==> src/sdc_pkg.sv <==
// ----------------------------------------------------------------------------
// SASI disk controller package
// Shared types, codes and sizes of the disk controller block.
// ----------------------------------------------------------------------------
package sdc_pkg;

   localparam int SECTOR_BYTES = 256;
   localparam int POS_W        = $clog2(SECTOR_BYTES) + 1;
   localparam int ADDR_W       = $clog2(SECTOR_BYTES);

   // Input operations.
   localparam logic [2:0] OP_BUS_WRITE = 3'd0;
   localparam logic [2:0] OP_BUS_READ  = 3'd1;
   localparam logic [2:0] OP_TICK      = 3'd2;
   localparam logic [2:0] OP_FILL      = 3'd3;
   localparam logic [2:0] OP_DONE      = 3'd4;

   // Bus ports.
   localparam logic [1:0] PORT_DATA   = 2'd0;
   localparam logic [1:0] PORT_STATUS = 2'd1;
   localparam logic [1:0] PORT_SELECT = 2'd2;
   localparam logic [1:0] PORT_MASK   = 2'd3;

   // Disk request codes.
   localparam logic [1:0] DCMD_NONE   = 2'd0;
   localparam logic [1:0] DCMD_READ   = 2'd1;
   localparam logic [1:0] DCMD_WRITE  = 2'd2;
   localparam logic [1:0] DCMD_FORMAT = 2'd3;

   // Configuration register indexes.
   localparam logic CSR_DRIVE_PRESENT = 1'b0;
   localparam logic CSR_EVENT_DELAY   = 1'b1;

   typedef struct packed {
      logic [2:0] operation;
      logic [1:0] port;
      logic [7:0] wdata;
      logic [7:0] fill_index;
      logic [7:0] fill_byte;
      logic       disk_ok;
   } req_type;

   typedef struct packed {
      logic [7:0]  rdata;
      logic        irq_pulse;
      logic        drq;
      logic [1:0]  disk_cmd;
      logic        disk_unit;
      logic [20:0] disk_sector;
      logic [7:0]  disk_byte_index;
      logic [7:0]  disk_wdata;
   } rsp_type;

   // Write and clear request from the sequencer to the sector buffer.
   typedef struct packed {
      logic              clr;
      logic              we;
      logic [ADDR_W-1:0] waddr;
      logic [7:0]        wdata;
   } buf_req_type;

endpackage

==> src/sdc_buffer.sv <==
// ----------------------------------------------------------------------------
// SASI disk controller sector buffer
// Sector RAM with per-byte valid bits and a prefetched read of the byte at
// the current buffer position.
// ----------------------------------------------------------------------------
module sdc_buffer (
   input  logic                       clock,
   input  logic                       reset,
   input  sdc_pkg::buf_req_type       buf_req,
   input  logic [sdc_pkg::POS_W-1:0]  pos_nxt,
   output logic [7:0]                 rd_byte
);
   import sdc_pkg::*;

   logic [7:0]        mem [SECTOR_BYTES];
   logic [SECTOR_BYTES-1:0] valid_ff;
   logic [7:0]        pf_ff;
   logic [ADDR_W-1:0] addr_ff;
   logic [ADDR_W-1:0] raddr;

   assign raddr = pos_nxt[ADDR_W-1:0];

   // RAM write and registered read, with the same-cycle write forwarded.
   always_ff @(posedge clock) begin
      if (buf_req.we) begin
         mem[buf_req.waddr] <= buf_req.wdata;
      end
      if (buf_req.we && (buf_req.waddr == raddr)) begin
         pf_ff <= buf_req.wdata;
      end else begin
         pf_ff <= mem[raddr];
      end
      addr_ff <= raddr;
   end

   // Valid bits: a clear empties the whole buffer at once.
   always_ff @(posedge clock) begin
      if (reset) begin
         valid_ff <= '0;
      end else if (buf_req.clr) begin
         valid_ff <= '0;
      end else if (buf_req.we) begin
         valid_ff[buf_req.waddr] <= 1'b1;
      end
   end

   // A byte never written since the last clear reads as zero.
   assign rd_byte = valid_ff[addr_ff] ? pf_ff : 8'd0;

endmodule

==> src/sdc_core.sv <==
// ----------------------------------------------------------------------------
// SASI disk controller sequencer
// Bus phases, command decode, counters, timer event and disk requests; one
// word is processed in each step.
// ----------------------------------------------------------------------------
module sdc_core (
   input  logic                       clock,
   input  logic                       reset,
   input  logic                       step,
   input  sdc_pkg::req_type           req,
   input  logic                       csr_we,
   input  logic                       csr_index,
   input  logic [15:0]                csr_wdata,
   input  logic [7:0]                 rd_byte,
   output sdc_pkg::buf_req_type       buf_req,
   output logic [sdc_pkg::POS_W-1:0]  pos_nxt,
   output sdc_pkg::rsp_type           rsp
);
   import sdc_pkg::*;

   localparam logic [3:0] PH_FREE     = 4'd0;
   localparam logic [3:0] PH_SELECT   = 4'd1;
   localparam logic [3:0] PH_COMMAND  = 4'd2;
   localparam logic [3:0] PH_C2       = 4'd3;
   localparam logic [3:0] PH_SENSE    = 4'd4;
   localparam logic [3:0] PH_READ     = 4'd5;
   localparam logic [3:0] PH_WRITE    = 4'd6;
   localparam logic [3:0] PH_STATUS   = 4'd7;
   localparam logic [3:0] PH_DISKWAIT = 4'd8;

   localparam logic [1:0] EV_NONE    = 2'd0;
   localparam logic [1:0] EV_COMMAND = 2'd1;
   localparam logic [1:0] EV_STATUS  = 2'd2;

   localparam logic [1:0] WK_NONE   = 2'd0;
   localparam logic [1:0] WK_START  = 2'd1;
   localparam logic [1:0] WK_NEXT   = 2'd2;
   localparam logic [1:0] WK_FORMAT = 2'd3;

   localparam logic [7:0] CMD_TEST   = 8'h00;
   localparam logic [7:0] CMD_RECAL  = 8'h01;
   localparam logic [7:0] CMD_SENSE  = 8'h03;
   localparam logic [7:0] CMD_FMTDRV = 8'h04;
   localparam logic [7:0] CMD_FMTTRK = 8'h06;
   localparam logic [7:0] CMD_READ   = 8'h08;
   localparam logic [7:0] CMD_WRITE  = 8'h0a;
   localparam logic [7:0] CMD_SEEK   = 8'h0b;
   localparam logic [7:0] CMD_C2     = 8'hc2;

   localparam logic [7:0] ERR_NONE    = 8'h00;
   localparam logic [7:0] ERR_DISK    = 8'h0f;
   localparam logic [7:0] ERR_NOTRDY  = 8'h7f;

   localparam logic [POS_W-1:0] POS_END = POS_W'(SECTOR_BYTES);

   // Configuration registers.
   logic [1:0]  drive_present_ff;
   logic [15:0] event_delay_ff;

   // Controller state.
   logic [3:0]       phase_ff, phase_in;
   logic [7:0]       cmd_ff [6];
   logic [7:0]       cmd_in [6];
   logic [2:0]       ccount_ff, ccount_in;
   logic             sel_ff, sel_in;
   logic [20:0]      cur_ff, cur_in;
   logic [7:0]       blocks_ff, blocks_in;
   logic [POS_W-1:0] pos_ff, pos_in;
   logic [7:0]       err_ff, err_in;
   logic [7:0]       sense_ff [4];
   logic [7:0]       sense_in [4];
   logic [3:0]       spos_ff, spos_in;
   logic             irq_ff, irq_in;
   logic             drq_ff, drq_in;
   logic [7:0]       mask_ff, mask_in;
   logic [1:0]       pev_ff, pev_in;
   logic [15:0]      count_ff, count_in;
   logic [1:0]       wk_ff, wk_in;
   logic             owed_ff, owed_in;

   // Configuration writes.
   always_ff @(posedge clock) begin
      if (reset) begin
         drive_present_ff <= 2'd0;
         event_delay_ff   <= 16'd10;
      end else if (csr_we) begin
         case (csr_index)
            CSR_DRIVE_PRESENT: drive_present_ff <= csr_wdata[1:0];
            CSR_EVENT_DELAY:   event_delay_ff   <= csr_wdata;
            default:           ;
         endcase
      end
   end

   // Next state and result of one step.
   always_comb begin
      logic       ut;
      logic       fin;
      logic [7:0] fin_code;
      logic       clr;
      logic [7:0] sbits;

      phase_in  = phase_ff;
      cmd_in    = cmd_ff;
      ccount_in = ccount_ff;
      sel_in    = sel_ff;
      cur_in    = cur_ff;
      blocks_in = blocks_ff;
      pos_in    = pos_ff;
      err_in    = err_ff;
      sense_in  = sense_ff;
      spos_in   = spos_ff;
      irq_in    = irq_ff;
      drq_in    = drq_ff;
      mask_in   = mask_ff;
      pev_in    = pev_ff;
      count_in  = count_ff;
      wk_in     = wk_ff;
      owed_in   = owed_ff;
      rsp       = '0;
      buf_req   = '0;
      ut        = 1'b0;
      fin       = 1'b0;
      fin_code  = ERR_NONE;
      clr       = 1'b0;
      sbits     = 8'd0;

      case (req.operation)
         OP_BUS_WRITE: begin
            case (req.port)
               PORT_DATA: begin
                  if (phase_ff == PH_COMMAND) begin
                     if (ccount_ff < 3'd6) begin
                        cmd_in[ccount_ff] = req.wdata;
                        ccount_in         = ccount_ff + 3'd1;
                        if (ccount_in == 3'd6) begin
                           // All six command bytes are in: run the command.
                           sel_in = cmd_in[1][5];
                           ut     = drive_present_ff[sel_in];
                           case (cmd_in[0])
                              CMD_TEST: begin
                                 fin      = 1'b1;
                                 fin_code = ut ? ERR_NONE : ERR_NOTRDY;
                              end
                              CMD_RECAL: begin
                                 if (ut) begin
                                    cur_in = 21'd0;
                                 end
                                 fin      = 1'b1;
                                 fin_code = ut ? ERR_NONE : ERR_NOTRDY;
                              end
                              CMD_SENSE: begin
                                 phase_in    = PH_SENSE;
                                 sense_in[0] = err_ff;
                                 sense_in[1] = {2'b00, sel_in, cur_ff[20:16]};
                                 sense_in[2] = cur_ff[15:8];
                                 sense_in[3] = cur_ff[7:0];
                                 err_in      = ERR_NONE;
                                 spos_in     = 4'd0;
                              end
                              CMD_FMTDRV: begin
                                 cur_in   = 21'd0;
                                 fin      = 1'b1;
                                 fin_code = ERR_DISK;
                              end
                              CMD_FMTTRK: begin
                                 cur_in    = {cmd_in[1][4:0], cmd_in[2], cmd_in[3]};
                                 blocks_in = cmd_in[4];
                                 if (ut) begin
                                    clr                 = 1'b1;
                                    phase_in            = PH_DISKWAIT;
                                    wk_in               = WK_FORMAT;
                                    rsp.disk_cmd        = DCMD_FORMAT;
                                    rsp.disk_unit       = sel_in;
                                    rsp.disk_sector     = cur_in;
                                 end else begin
                                    fin      = 1'b1;
                                    fin_code = ERR_DISK;
                                 end
                              end
                              CMD_READ, CMD_WRITE: begin
                                 cur_in    = {cmd_in[1][4:0], cmd_in[2], cmd_in[3]};
                                 blocks_in = cmd_in[4];
                                 if (blocks_in == 8'd0) begin
                                    fin      = 1'b1;
                                    fin_code = ERR_DISK;
                                 end else begin
                                    clr = 1'b1;
                                    if (ut) begin
                                       phase_in = PH_DISKWAIT;
                                       wk_in    = WK_START;
                                       owed_in  = 1'b1;
                                    end else begin
                                       fin      = 1'b1;
                                       fin_code = ERR_DISK;
                                    end
                                 end
                              end
                              CMD_SEEK: begin
                                 cur_in    = {cmd_in[1][4:0], cmd_in[2], cmd_in[3]};
                                 blocks_in = cmd_in[4];
                                 fin       = 1'b1;
                                 fin_code  = ERR_NONE;
                              end
                              CMD_C2: begin
                                 phase_in = PH_C2;
                                 spos_in  = 4'd0;
                              end
                              default: begin
                                 fin      = 1'b1;
                                 fin_code = ERR_NONE;
                              end
                           endcase
                        end
                     end
                  end else if (phase_ff == PH_C2) begin
                     if (spos_ff < 4'd10) begin
                        spos_in = spos_ff + 4'd1;
                        if (spos_in == 4'd10) begin
                           fin      = 1'b1;
                           fin_code = ERR_NONE;
                        end
                     end
                  end else if (phase_ff == PH_WRITE) begin
                     if (pos_ff < POS_END) begin
                        buf_req.we    = 1'b1;
                        buf_req.waddr = pos_ff[ADDR_W-1:0];
                        buf_req.wdata = req.wdata;
                        if (drive_present_ff[sel_ff]) begin
                           rsp.disk_cmd        = DCMD_WRITE;
                           rsp.disk_unit       = sel_ff;
                           rsp.disk_sector     = cur_ff;
                           rsp.disk_byte_index = pos_ff[7:0];
                           rsp.disk_wdata      = req.wdata;
                        end
                        pos_in = pos_ff + 1'b1;
                     end
                  end
               end
               PORT_STATUS: begin
                  // Soft reset leaves the timer event in place.
                  clr       = 1'b1;
                  cmd_in    = '{default: 8'd0};
                  sense_in  = '{default: 8'd0};
                  phase_in  = PH_FREE;
                  cur_in    = 21'd0;
                  blocks_in = 8'd0;
                  ccount_in = 3'd0;
                  sel_in    = 1'b0;
                  pos_in    = '0;
                  err_in    = ERR_NONE;
                  spos_in   = 4'd0;
                  irq_in    = 1'b0;
                  drq_in    = 1'b0;
                  mask_in   = 8'd0;
                  wk_in     = WK_NONE;
                  owed_in   = 1'b0;
               end
               PORT_SELECT: begin
                  phase_in = PH_SELECT;
                  wk_in    = WK_NONE;
                  owed_in  = 1'b0;
                  pev_in   = EV_COMMAND;
                  count_in = event_delay_ff;
               end
               default: begin
                  mask_in = req.wdata;
               end
            endcase
         end
         OP_BUS_READ: begin
            case (req.port)
               PORT_DATA: begin
                  if (phase_ff == PH_READ) begin
                     if (pos_ff < POS_END) begin
                        rsp.rdata = rd_byte;
                        pos_in    = pos_ff + 1'b1;
                     end
                  end else if (phase_ff == PH_SENSE) begin
                     if (spos_ff < 4'd4) begin
                        rsp.rdata = sense_ff[spos_ff[1:0]];
                        spos_in   = spos_ff + 4'd1;
                        if (spos_in == 4'd4) begin
                           fin      = 1'b1;
                           fin_code = ERR_NONE;
                        end
                     end
                  end else if (phase_ff == PH_STATUS) begin
                     rsp.rdata = {2'b00, sel_ff, 3'b000, (err_ff != 8'd0), 1'b0};
                     phase_in  = PH_FREE;
                  end
               end
               PORT_STATUS: begin
                  sbits = {2'b00, irq_ff, drq_ff, 4'b0000};
                  if (phase_ff != PH_FREE) begin
                     sbits[3] = 1'b1;
                  end
                  if (phase_ff > PH_SELECT && phase_ff != PH_DISKWAIT) begin
                     sbits[0] = 1'b1;
                  end
                  if (phase_ff == PH_COMMAND) begin
                     sbits[2] = 1'b1;
                  end
                  if (phase_ff == PH_SENSE || phase_ff == PH_READ) begin
                     sbits[1] = 1'b1;
                  end
                  if (phase_ff == PH_STATUS) begin
                     sbits[2:1] = 2'b11;
                  end
                  rsp.rdata = sbits;
                  irq_in    = 1'b0;
               end
               default: begin
                  rsp.rdata = 8'hff;
               end
            endcase
         end
         OP_TICK: begin
            if (pev_ff == EV_COMMAND || pev_ff == EV_STATUS) begin
               if (count_ff > 16'd1) begin
                  count_in = count_ff - 16'd1;
               end else begin
                  count_in = 16'd0;
                  pev_in   = EV_NONE;
                  wk_in    = WK_NONE;
                  owed_in  = 1'b0;
                  if (pev_ff == EV_COMMAND) begin
                     phase_in  = PH_COMMAND;
                     ccount_in = 3'd0;
                  end else begin
                     phase_in      = PH_STATUS;
                     rsp.irq_pulse = mask_ff[1];
                     irq_in        = 1'b1;
                  end
               end
            end
         end
         OP_FILL: begin
            if (phase_ff == PH_DISKWAIT && (wk_ff == WK_START || wk_ff == WK_NEXT)) begin
               buf_req.we    = 1'b1;
               buf_req.waddr = req.fill_index;
               buf_req.wdata = req.fill_byte;
            end
         end
         OP_DONE: begin
            if (phase_ff == PH_DISKWAIT && wk_ff != WK_NONE) begin
               wk_in   = WK_NONE;
               owed_in = 1'b0;
               case (wk_ff)
                  WK_FORMAT: begin
                     phase_in = PH_COMMAND;
                     fin      = 1'b1;
                     fin_code = req.disk_ok ? ERR_NONE : ERR_DISK;
                  end
                  WK_START: begin
                     if (req.disk_ok) begin
                        phase_in = (cmd_ff[0] == CMD_WRITE) ? PH_WRITE : PH_READ;
                        pos_in   = '0;
                        clr      = (cmd_ff[0] == CMD_WRITE);
                        drq_in   = 1'b1;
                     end else begin
                        phase_in = PH_COMMAND;
                        clr      = 1'b1;
                        fin      = 1'b1;
                        fin_code = ERR_DISK;
                     end
                  end
                  default: begin
                     phase_in = (cmd_ff[0] == CMD_WRITE) ? PH_WRITE : PH_READ;
                     if (!req.disk_ok) begin
                        clr      = 1'b1;
                        fin      = 1'b1;
                        fin_code = ERR_DISK;
                        drq_in   = 1'b0;
                     end
                  end
               endcase
            end
         end
         default: ;
      endcase

      // End of a buffered block after the last byte was moved.
      if ((req.operation == OP_BUS_WRITE && req.port == PORT_DATA && phase_ff == PH_WRITE ||
           req.operation == OP_BUS_READ && req.port == PORT_DATA && phase_ff == PH_READ) &&
          pos_ff < POS_END && pos_in == POS_END) begin
         blocks_in = blocks_ff - 8'd1;
         if (blocks_in != 8'd0) begin
            cur_in = cur_ff + 21'd1;
            pos_in = '0;
            clr    = 1'b1;
            if (drive_present_ff[sel_ff]) begin
               phase_in = PH_DISKWAIT;
               wk_in    = WK_NEXT;
               owed_in  = 1'b1;
            end else begin
               fin      = 1'b1;
               fin_code = ERR_DISK;
               drq_in   = 1'b0;
            end
         end else begin
            fin      = 1'b1;
            fin_code = ERR_NONE;
            drq_in   = 1'b0;
         end
      end

      // Schedule the status phase.
      if (fin) begin
         err_in   = fin_code;
         pev_in   = EV_STATUS;
         count_in = event_delay_ff;
      end

      // A read request still owed goes out on a step without its own request.
      if (owed_in && rsp.disk_cmd == DCMD_NONE) begin
         owed_in         = 1'b0;
         rsp.disk_cmd    = DCMD_READ;
         rsp.disk_unit   = sel_in;
         rsp.disk_sector = cur_in;
      end

      rsp.drq     = drq_in;
      buf_req.clr = clr;
      if (!step) begin
         buf_req = '0;
      end
   end

   assign pos_nxt = step ? pos_in : pos_ff;

   // State registers, advanced once per step.
   always_ff @(posedge clock) begin
      if (reset) begin
         phase_ff  <= PH_FREE;
         cmd_ff    <= '{default: 8'd0};
         ccount_ff <= 3'd0;
         sel_ff    <= 1'b0;
         cur_ff    <= 21'd0;
         blocks_ff <= 8'd0;
         pos_ff    <= '0;
         err_ff    <= 8'd0;
         sense_ff  <= '{default: 8'd0};
         spos_ff   <= 4'd0;
         irq_ff    <= 1'b0;
         drq_ff    <= 1'b0;
         mask_ff   <= 8'd0;
         pev_ff    <= EV_NONE;
         count_ff  <= 16'd0;
         wk_ff     <= WK_NONE;
         owed_ff   <= 1'b0;
      end else if (step) begin
         phase_ff  <= phase_in;
         cmd_ff    <= cmd_in;
         ccount_ff <= ccount_in;
         sel_ff    <= sel_in;
         cur_ff    <= cur_in;
         blocks_ff <= blocks_in;
         pos_ff    <= pos_in;
         err_ff    <= err_in;
         sense_ff  <= sense_in;
         spos_ff   <= spos_in;
         irq_ff    <= irq_in;
         drq_ff    <= drq_in;
         mask_ff   <= mask_in;
         pev_ff    <= pev_in;
         count_ff  <= count_in;
         wk_ff     <= wk_in;
         owed_ff   <= owed_in;
      end
   end

endmodule

==> src/sasi_disk_controller_unit.sv <==
// ----------------------------------------------------------------------------
// SASI disk controller unit
// Host side of a SASI hard disk controller: bus ports, timer ticks and disk
// replies in, one result word out for each input word.
// ----------------------------------------------------------------------------
//  channel   direction  ports
//  req       in         req_valid, req_stall, req_data
//  rsp       out        rsp_valid, rsp_stall, rsp_data
//  csr       in         csr_we, csr_index, csr_wdata
//
// Each word is held in the input register and is then processed into the
// result register; one word per cycle is sustained while the result is not stalled.
// The sector buffer read is prefetched from its RAM for the current position.
// Reset is synchronous; after it the block is ready at once.
// A stalled result holds the result register and, behind it, the input one.
module sasi_disk_controller_unit (
   input  logic              clock,
   input  logic              reset,
   input  logic              req_valid,
   output logic              req_stall,
   input  sdc_pkg::req_type  req_data,
   output logic              rsp_valid,
   input  logic              rsp_stall,
   output sdc_pkg::rsp_type  rsp_data,
   input  logic              csr_we,
   input  logic              csr_index,
   input  logic [15:0]       csr_wdata
);
   import sdc_pkg::*;

   logic             in_valid_ff, in_valid_in;
   req_type          req_ff;
   logic             out_valid_ff;
   rsp_type          rsp_ff;
   rsp_type          rsp_next;
   logic             step;
   logic             req_take;
   buf_req_type      buf_req;
   logic [POS_W-1:0] pos_nxt;
   logic [7:0]       rd_byte;

   // A word moves on when the result register is free or being emptied.
   assign step      = in_valid_ff && (!out_valid_ff || !rsp_stall);
   assign req_stall = in_valid_ff && !step;
   assign req_take  = req_valid && !req_stall;
   assign in_valid_in = req_take || (in_valid_ff && !step);

   // Input register.
   always_ff @(posedge clock) begin
      if (reset) begin
         in_valid_ff <= 1'b0;
      end else begin
         in_valid_ff <= in_valid_in;
      end
   end

   always_ff @(posedge clock) begin
      if (req_take) begin
         req_ff <= req_data;
      end
   end

   sdc_core u_core (
      .clock     (clock),
      .reset     (reset),
      .step      (step),
      .req       (req_ff),
      .csr_we    (csr_we),
      .csr_index (csr_index),
      .csr_wdata (csr_wdata),
      .rd_byte   (rd_byte),
      .buf_req   (buf_req),
      .pos_nxt   (pos_nxt),
      .rsp       (rsp_next)
   );

   sdc_buffer u_buffer (
      .clock   (clock),
      .reset   (reset),
      .buf_req (buf_req),
      .pos_nxt (pos_nxt),
      .rd_byte (rd_byte)
   );

   // Result register.
   always_ff @(posedge clock) begin
      if (reset) begin
         out_valid_ff <= 1'b0;
      end else if (step) begin
         out_valid_ff <= 1'b1;
      end else if (!rsp_stall) begin
         out_valid_ff <= 1'b0;
      end
   end

   always_ff @(posedge clock) begin
      if (step) begin
         rsp_ff <= rsp_next;
      end
   end

   assign rsp_valid = out_valid_ff;
   assign rsp_data  = rsp_ff;

`ifndef SYNTH
   // A processed word always appears in the result register.
   a_step_result: assert property (@(posedge clock) disable iff (reset)
      step |=> rsp_valid)
      else $error("processed word did not reach the result register");

   // The input side only stalls while it holds a word.
   a_stall_held: assert property (@(posedge clock) disable iff (reset)
      req_stall |-> in_valid_ff)
      else $error("input stalled while empty");

   // A result with no disk request carries no disk target.
   a_no_target: assert property (@(posedge clock) disable iff (reset)
      (rsp_valid && rsp_data.disk_cmd == DCMD_NONE) |->
         (rsp_data.disk_sector == 21'd0 && rsp_data.disk_unit == 1'b0))
      else $error("disk target without a disk request");
`endif

endmodule

==> config.mk <==
export PLATFORM = sky130hd
export DESIGN_NAME = sasi_disk_controller_unit
export DESIGN_NICKNAME = d
export VERILOG_FILES = /design/src/sdc_pkg.sv /design/src/sdc_buffer.sv /design/src/sdc_core.sv /design/src/sasi_disk_controller_unit.sv
export SDC_FILE = /design/constraint.sdc
export NUM_CORES = 2
export LEC_CHECK = 0
export ABC_AREA = 1
export BUFFER_PORTS_ARGS = -buffer_cell sky130_fd_sc_hd__buf_2
export CAP_MARGIN = 0
export CELL_PAD_IN_SITES_DETAIL_PLACEMENT = 1
export CELL_PAD_IN_SITES_GLOBAL_PLACEMENT = 2
export CORE_MARGIN = 2
export CORE_UTILIZATION = 44
export CTS_BUF_LIST = sky130_fd_sc_hd__clkbuf_8
export DETAILED_ROUTE_END_ITERATION = 10
export MAX_ROUTING_LAYER = met4
export PLACE_DENSITY_LB_ADDON = 0.1
export SLEW_MARGIN = 25
export SYNTH_ARGS = -nofsm -noshare
export SYNTH_HDL_FRONTEND = slang
export SYNTH_SLANG_ARGS = --single-unit
==> constraint.sdc <==
create_clock -name clock -period 12.5 [get_ports clock]
set_input_delay 1.25 -clock clock [delete_from_list [all_inputs] [get_ports clock]]
set_output_delay 1.25 -clock clock [all_outputs]
set_load 0.1 [all_outputs]
Yosys cells after proc, flatten, opt, wreduce, memory -nomap -nowiden. Memories as Yosys holds them, arrays and structs flattened. A register that Yosys moved wholly into a read port is not among the register bits. Cells that the tools add are included.

Output and inout bits: 52. Memory bits (writable): 2048. Memories: 1. Register bits: 527.

Equal/unequal tests: 65. Order comparisons: 14. Mux-type cells: 246. Bitwise operators: 12. Reductions and logical operators: 65. Add/sub/neg operators: 6.

Memories: u_buffer.mem (depth 256, width 8, read ports 1, clocked after Yosys merged registers in 1, write ports 1, RTL line sdc_buffer.sv:15) `logic [7:0] mem [SECTOR_BYTES];`.

Operators with widths (count): 256-bit OR (1); 40-bit 2-to-1 mux (6); 8-bit 2-to-1 mux (29); 21-bit 2-to-1 mux (7); 32-bit 2-to-1 mux (4); 24-bit 2-to-1 mux (5); 4-bit 2-to-1 mux (29); 17-bit 2-to-1 mux (6); 9-bit 2-to-1 mux (11); 48-bit 2-to-1 mux (2); 48-bit case mux with 2 select lines (1); 16-bit 2-to-1 mux (5); 1-bit 2-to-1 mux (71); 32-bit case mux with 2 select lines (1); 8-bit case mux with 2 select lines (4); 21-bit case mux with 3 select lines (1); 48-bit bitwise mux (1); 21-bit case mux with 2 select lines (1); 2-bit 2-to-1 mux (18); 17-bit case mux with 2 select lines (1); 8-bit by 4-bit equality test with 1-bit output (second input constant) (4); 16-bit case mux with 2 select lines (1); 4-bit case mux with 4 select lines (2); 8-bit case mux with 4 select lines (1); 81 further kinds (196).

Depth between registers and ports, before layout.
Depth after elaboration: 23. Gate-level depth with buffers: 23. Gate-level depth less buffers: 20.

By module. A second synthesis with hierarchy kept.

Cells, all modules: 10318. Area total of the unflattened synthesis: 107096.5 um^2.

Modules (own cells, without submodules): sdc_buffer (cells each 8388, area an instance 93223.2 um^2, instances 1); sdc_core (cells each 1838, area an instance 11379.7 um^2, instances 1); sasi_disk_controller_unit (cells each 92, area an instance 2493.6 um^2, instances 1).

Worst setup path after synthesis. No wires, ideal clock.

Path kind: input to register. Start: in rsp_stall. End: mem u_buffer.mem[0][0], data pin. Path slack: 1.851 ns. Stages on the path: 8. Path buffers: 1. Data required time: 10.922 ns. Arrival time: 9.071 ns. Cell sequence: nand2_1 inv_1 nor2_2 inv_1 a21oi_1 inv_2 buf_2 a21oi_1.

RTL lines: from (decl) (RTL line sasi_disk_controller_unit.sv:23) `input logic rsp_stall,`; to (decl) (RTL line sdc_buffer.sv:15).

Worst setup path after layout.
Start: reg req_ff[26] (netlist name). End: reg u_buffer.valid_ff[218].

Word-level cells in the longest chain between the ends: 9. Elaborated cells on any way between the ends: 27. Those cells by class: order compare (2); eq/ne (2); mux (12); bitwise (1); reduce/logical (10).

RTL lines: from (decl) (RTL line sasi_disk_controller_unit.sv:32) `req_type req_ff;`; from (signal assigned) (RTL line sasi_disk_controller_unit.sv:59) `req_ff <= req_data;`; 2-bit zero test; 17-bit 2-to-1 mux, or another cell as far along (RTL line sdc_core.sv:130) `case (req.port)`; 17-bit case mux with 2 select lines, or another cell as far along (RTL line sdc_core.sv:128) `case (req.operation)`; 18-bit 2-to-1 mux (*) (RTL line sdc_core.sv:425) `if (!step) begin`; 8-bit by 9-bit < comparator with 1-bit output (implied by the code), or another cell as far along (RTL line sdc_buffer.sv:43) `valid_ff[buf_req.waddr] <= 1'b1;`; 1-bit logical AND, on equally long branches (RTL line sdc_buffer.sv:43, sdc_core.sv:386); 1-bit 2-to-1 mux, on equally long branches (RTL line sdc_buffer.sv:43, sdc_core.sv:384); 1-bit demux with 8-bit select or 18-bit 2-to-1 mux (tied branches); 256-bit OR (no line) or 2-bit OR reduction (tied branches); to (signal assigned) (RTL line sdc_buffer.sv:39) `valid_ff <= '0;`; to (signal assigned) (RTL line sdc_buffer.sv:41) `valid_ff <= '0;`; to (signal, indexed assignment) (RTL line sdc_buffer.sv:43); to (decl) (RTL line sdc_buffer.sv:16) `logic [SECTOR_BYTES-1:0] valid_ff;`.

Every way passes the cells marked *; elsewhere a longest branch is shown, timed or not. A chain may end at the register's enable or synchronous reset.

==> results.sh <==
export IMPL_tightestPinTransition_ps=1140
export IMPL_worstSetupPathType="register to register"
export IMPL_vdd_drop_max_v=0.0000895
export IMPL_final_nets=9995
export IMPL_clock_path_buffers=4
export IMPL_cts_resized=0
export IMPL_initial_core_util=0.443
export IMPL_antenna_left=0
export IMPL_synth_top_cell_area_share=0.607
export IMPL_status="finished, final reports clean"
export IMPL_reg2reg_setup_slack_ps=6760
export IMPL_rsz0062_at_grt="no"
export IMPL_cts_setup_buffers=0
export IMPL_die_w_um=493
export IMPL_drtIter0Drc=6723
export IMPL_synthCells=9938
export IMPL_rr_worst_depth=18
export IMPL_crit_fanout=30
export IMPL_syn_area_um2=105000
export IMPL_worst_ep_arrival_time_ps=6770
export IMPL_most_common_layout_cells="edfxtp_1, nand2_1, nor2_1"
export IMPL_cts_tree="built"
export IMPL_port_buffers=103
export IMPL_area_delta_synth_final_pct=10.8
export IMPL_grt_pass1_wl_um=521000
export IMPL_hp_start="req_data[23]"
export IMPL_slew_viol_final=0
export IMPL_grt_ovfl_total=0
export IMPL_required_ps=13530
export IMPL_cp_common_cell="nor2_1"
export IMPL_synth_area_leaders="edfxtp_1, dfxtp_1, nand3_1"
export IMPL_placed_cell_area_um2=108000
export IMPL_setup_viol=0
export IMPL_slowest_delay_ps=800
export IMPL_cts_num_sinks=2550
export IMPL_crit_path_cell_trace="nor2_4 > inv_4 > nor2_4 > buf_4 > inv_2 > nor2_4 > nand2_1 > o21ai_0 > inv_1 > nor2_1 > inv_1 > nor2_1 > inv_1 > nor2_1 > inv_1 > nor2_1 > nor2_1 > nor2_1"
export IMPL_yosysUniqueCellTypes=53
export IMPL_maxCapViolCount=0
export IMPL_finClkSkew_ps=77.0
export IMPL_drive_above_1_share=0.0860
export IMPL_syn_area_per_cell_um2=10.6
export IMPL_yosysSeqAreaShare=0.687
export IMPL_synth_edf_count=2128
export IMPL_first_pass_iters=6
export IMPL_finalHoldViolations=0
export IMPL_min_period_ps=5740
export IMPL_max_freq_ghz=0.174
export IMPL_rows=179
export IMPL_r2r_start="req_ff[26]$_DFFE_PP_"
export IMPL_hold_depth=1
export IMPL_cts_hold_buffers=0
export IMPL_grt_max_degree=203
export IMPL_cp_end_kind="register"
export IMPL_power_density_nw_per_um2=143
export IMPL_crit_path_start_kind="register"
export IMPL_fp_dieArea_um2=243000
export IMPL_synth_warnings=0
export IMPL_ys_async_sr_fraction=0
export IMPL_io_pins=104
export IMPL_num_vias=77492
export IMPL_tns_ps=0
export IMPL_wl_per_cell_um=26.3
export IMPL_postLayoutCellArea_um2=117000
export IMPL_power_mw=16.7
export IMPL_finalCritPeriodShare=0.459
export IMPL_grtUsageTotal=0.294
export IMPL_worst_path_max_delay_cell="nor2_1"
export IMPL_r2r_end="u_buffer.valid_ff[218]$_SDFFE_PP0P_"
export IMPL_via_per_inst=5.75
export IMPL_htree_levels=5
export IMPL_hpwl_um=203000
export IMPL_mostFrequentLayoutCell="edfxtp_1"
export IMPL_grt_pass1_vias=79294
export IMPL_p_leak_nw=44.7
export IMPL_drt_total_wl_um=354000
export IMPL_clk_pin_slew_ps=70
export IMPL_synth_main_ff_cell="edfxtp_1"
export IMPL_antenna_found_initial=12
export IMPL_core_um2=238000
export IMPL_utilization=0.491
export IMPL_synth_top_area_cell="edfxtp_1"
export IMPL_route_detailed_drc=0
export IMPL_die_h_um=493
export IMPL_clk_latency_ps=1140
export IMPL_slew_headroom=0.238
export IMPL_synth_nets=10006
export IMPL_hp_class="input port to register"
export IMPL_whs_endpoint="req_ff[23]$_DFFE_PP_"
export IMPL_place_gp_congestion=0.852
export IMPL_yosys_register_bits=2550
export IMPL_cts_root_buf="clkbuf_8"
export IMPL_cts_inserted_buffers=443
export IMPL_hold_slack_ps=289
## where the power goes
part | total (mW) | internal, mW | switching (mW)
Sequential | 9.14 | 9.11 | 0.0328
Combinational | 0.255 | 0.0589 | 0.196
Clock | 7.31 | 3.82 | 3.50
## per-layer routing
layer,vias up,wire (µm),GRT usage
met5,-,0,-
met4,0,10500,0.0908
met3,593,20000,0.0400
met2,2334,170000,0.469
met1,39605,154000,0.392
li1,34960,-,-
## state kept, by name (all words and copies together), names as in the netlist, 8 cells and up
register / cells
u_buffer.addr_ff: 8
u_core.pos_ff: 9
u_core.event_delay_ff: 16
u_core.sense_ff: 24
rsp_data: 50
u_buffer.mem: 2048
req_ff: 30
u_buffer.valid_ff: 256
u_core.blocks_ff: 8
u_core.cur_ff: 21
u_core.cmd_ff: 38
u_core.count_ff: 16
## stage by stage
step | setup WS (ps) | instances
floorplan | 1850 | 9938
global placement | 6390 | 12649
detailed placement | 6350 | 12649
CTS | 6800 | 13460
global route | 6510 | 13467
finish | 6760 | 13471
## critical path: cells and delay by family (launching register included)
family	cells	cell delay [ps]
AOI/OAI and AO/OA	1	180
buffers and inverters	7	1690
DFF	1	640
and+or+nand+nor	10	3090
## worst max path at each step
stage	to	slack (ps)	depth (start not counted)	startpoint
global route	u_buffer.valid_ff[218]$_SDFFE_PP0P_	6510	18	req_ff[26]$_DFFE_PP_
detailed placement	u_buffer.valid_ff[218]$_SDFFE_PP0P_	6350	18	rsp_stall
finish	u_buffer.valid_ff[218]$_SDFFE_PP0P_	6760	18	req_ff[26]$_DFFE_PP_
global placement	u_buffer.mem[211][0]$_DFFE_PP_	6390	16	rsp_stall
CTS	u_buffer.valid_ff[218]$_SDFFE_PP0P_	6800	18	req_ff[26]$_DFFE_PP_
floorplan	u_buffer.mem[0][0]$_DFFE_PP_	1850	8	rsp_stall
## layout make-up
type / count / area, µm²
repair buffers: 210 / 1580
well taps: 3167 / 3960
clock buffers: 505 / 6950
multi-input cells: 6440 / 29200
diodes: 11 / 27.5
inverters: 282 / 1090
flip-flops and latches: 2550 / 72400
clock inverters: 306 / 1460
fillers: 25832 / 121000
## cells by family (layout without fill, tap and decap cells)
group                    after synthesis  after routing  share of synthesized area
other                                  0             11                          0
XOR/XNOR                              38             38                    0.00316
AO/OA/AOI/OAI                       1598           1598                     0.0822
flip-flops                          2550           2550                      0.687
buffers and inverters                948           1303                     0.0370
adder cells (fa/ha/maj)               16             16                    0.00190
AND/OR/NAND/NOR                     4788           4788                      0.189
## synth_stat cells, types with 5 or more instances
library cell,instances
o21ai_0,943
inv_1,235
buf_4,11
xnor2_1,9
buf_2,96
nor3_1,30
o211ai_1,8
o22ai_1,343
edfxtp_1,2128
xor2_1,29
o21ai_1,11
o211a_1,5
a211oi_1,15
nor2_2,7
a221oi_1,7
ha_1,16
nor2_4,7
buf_1,104
a31oi_1,11
nand2_1,1693
dfxtp_1,422
buf_6,23
inv_2,40
nand2_2,7
a22oi_1,13
clkinv_1,6
nor2_1,1669
a21oi_1,221
clkbuf_1,432
nand4_1,18
nand3_1,1338
or2_2,6
(Power assumes the default switching activity.)
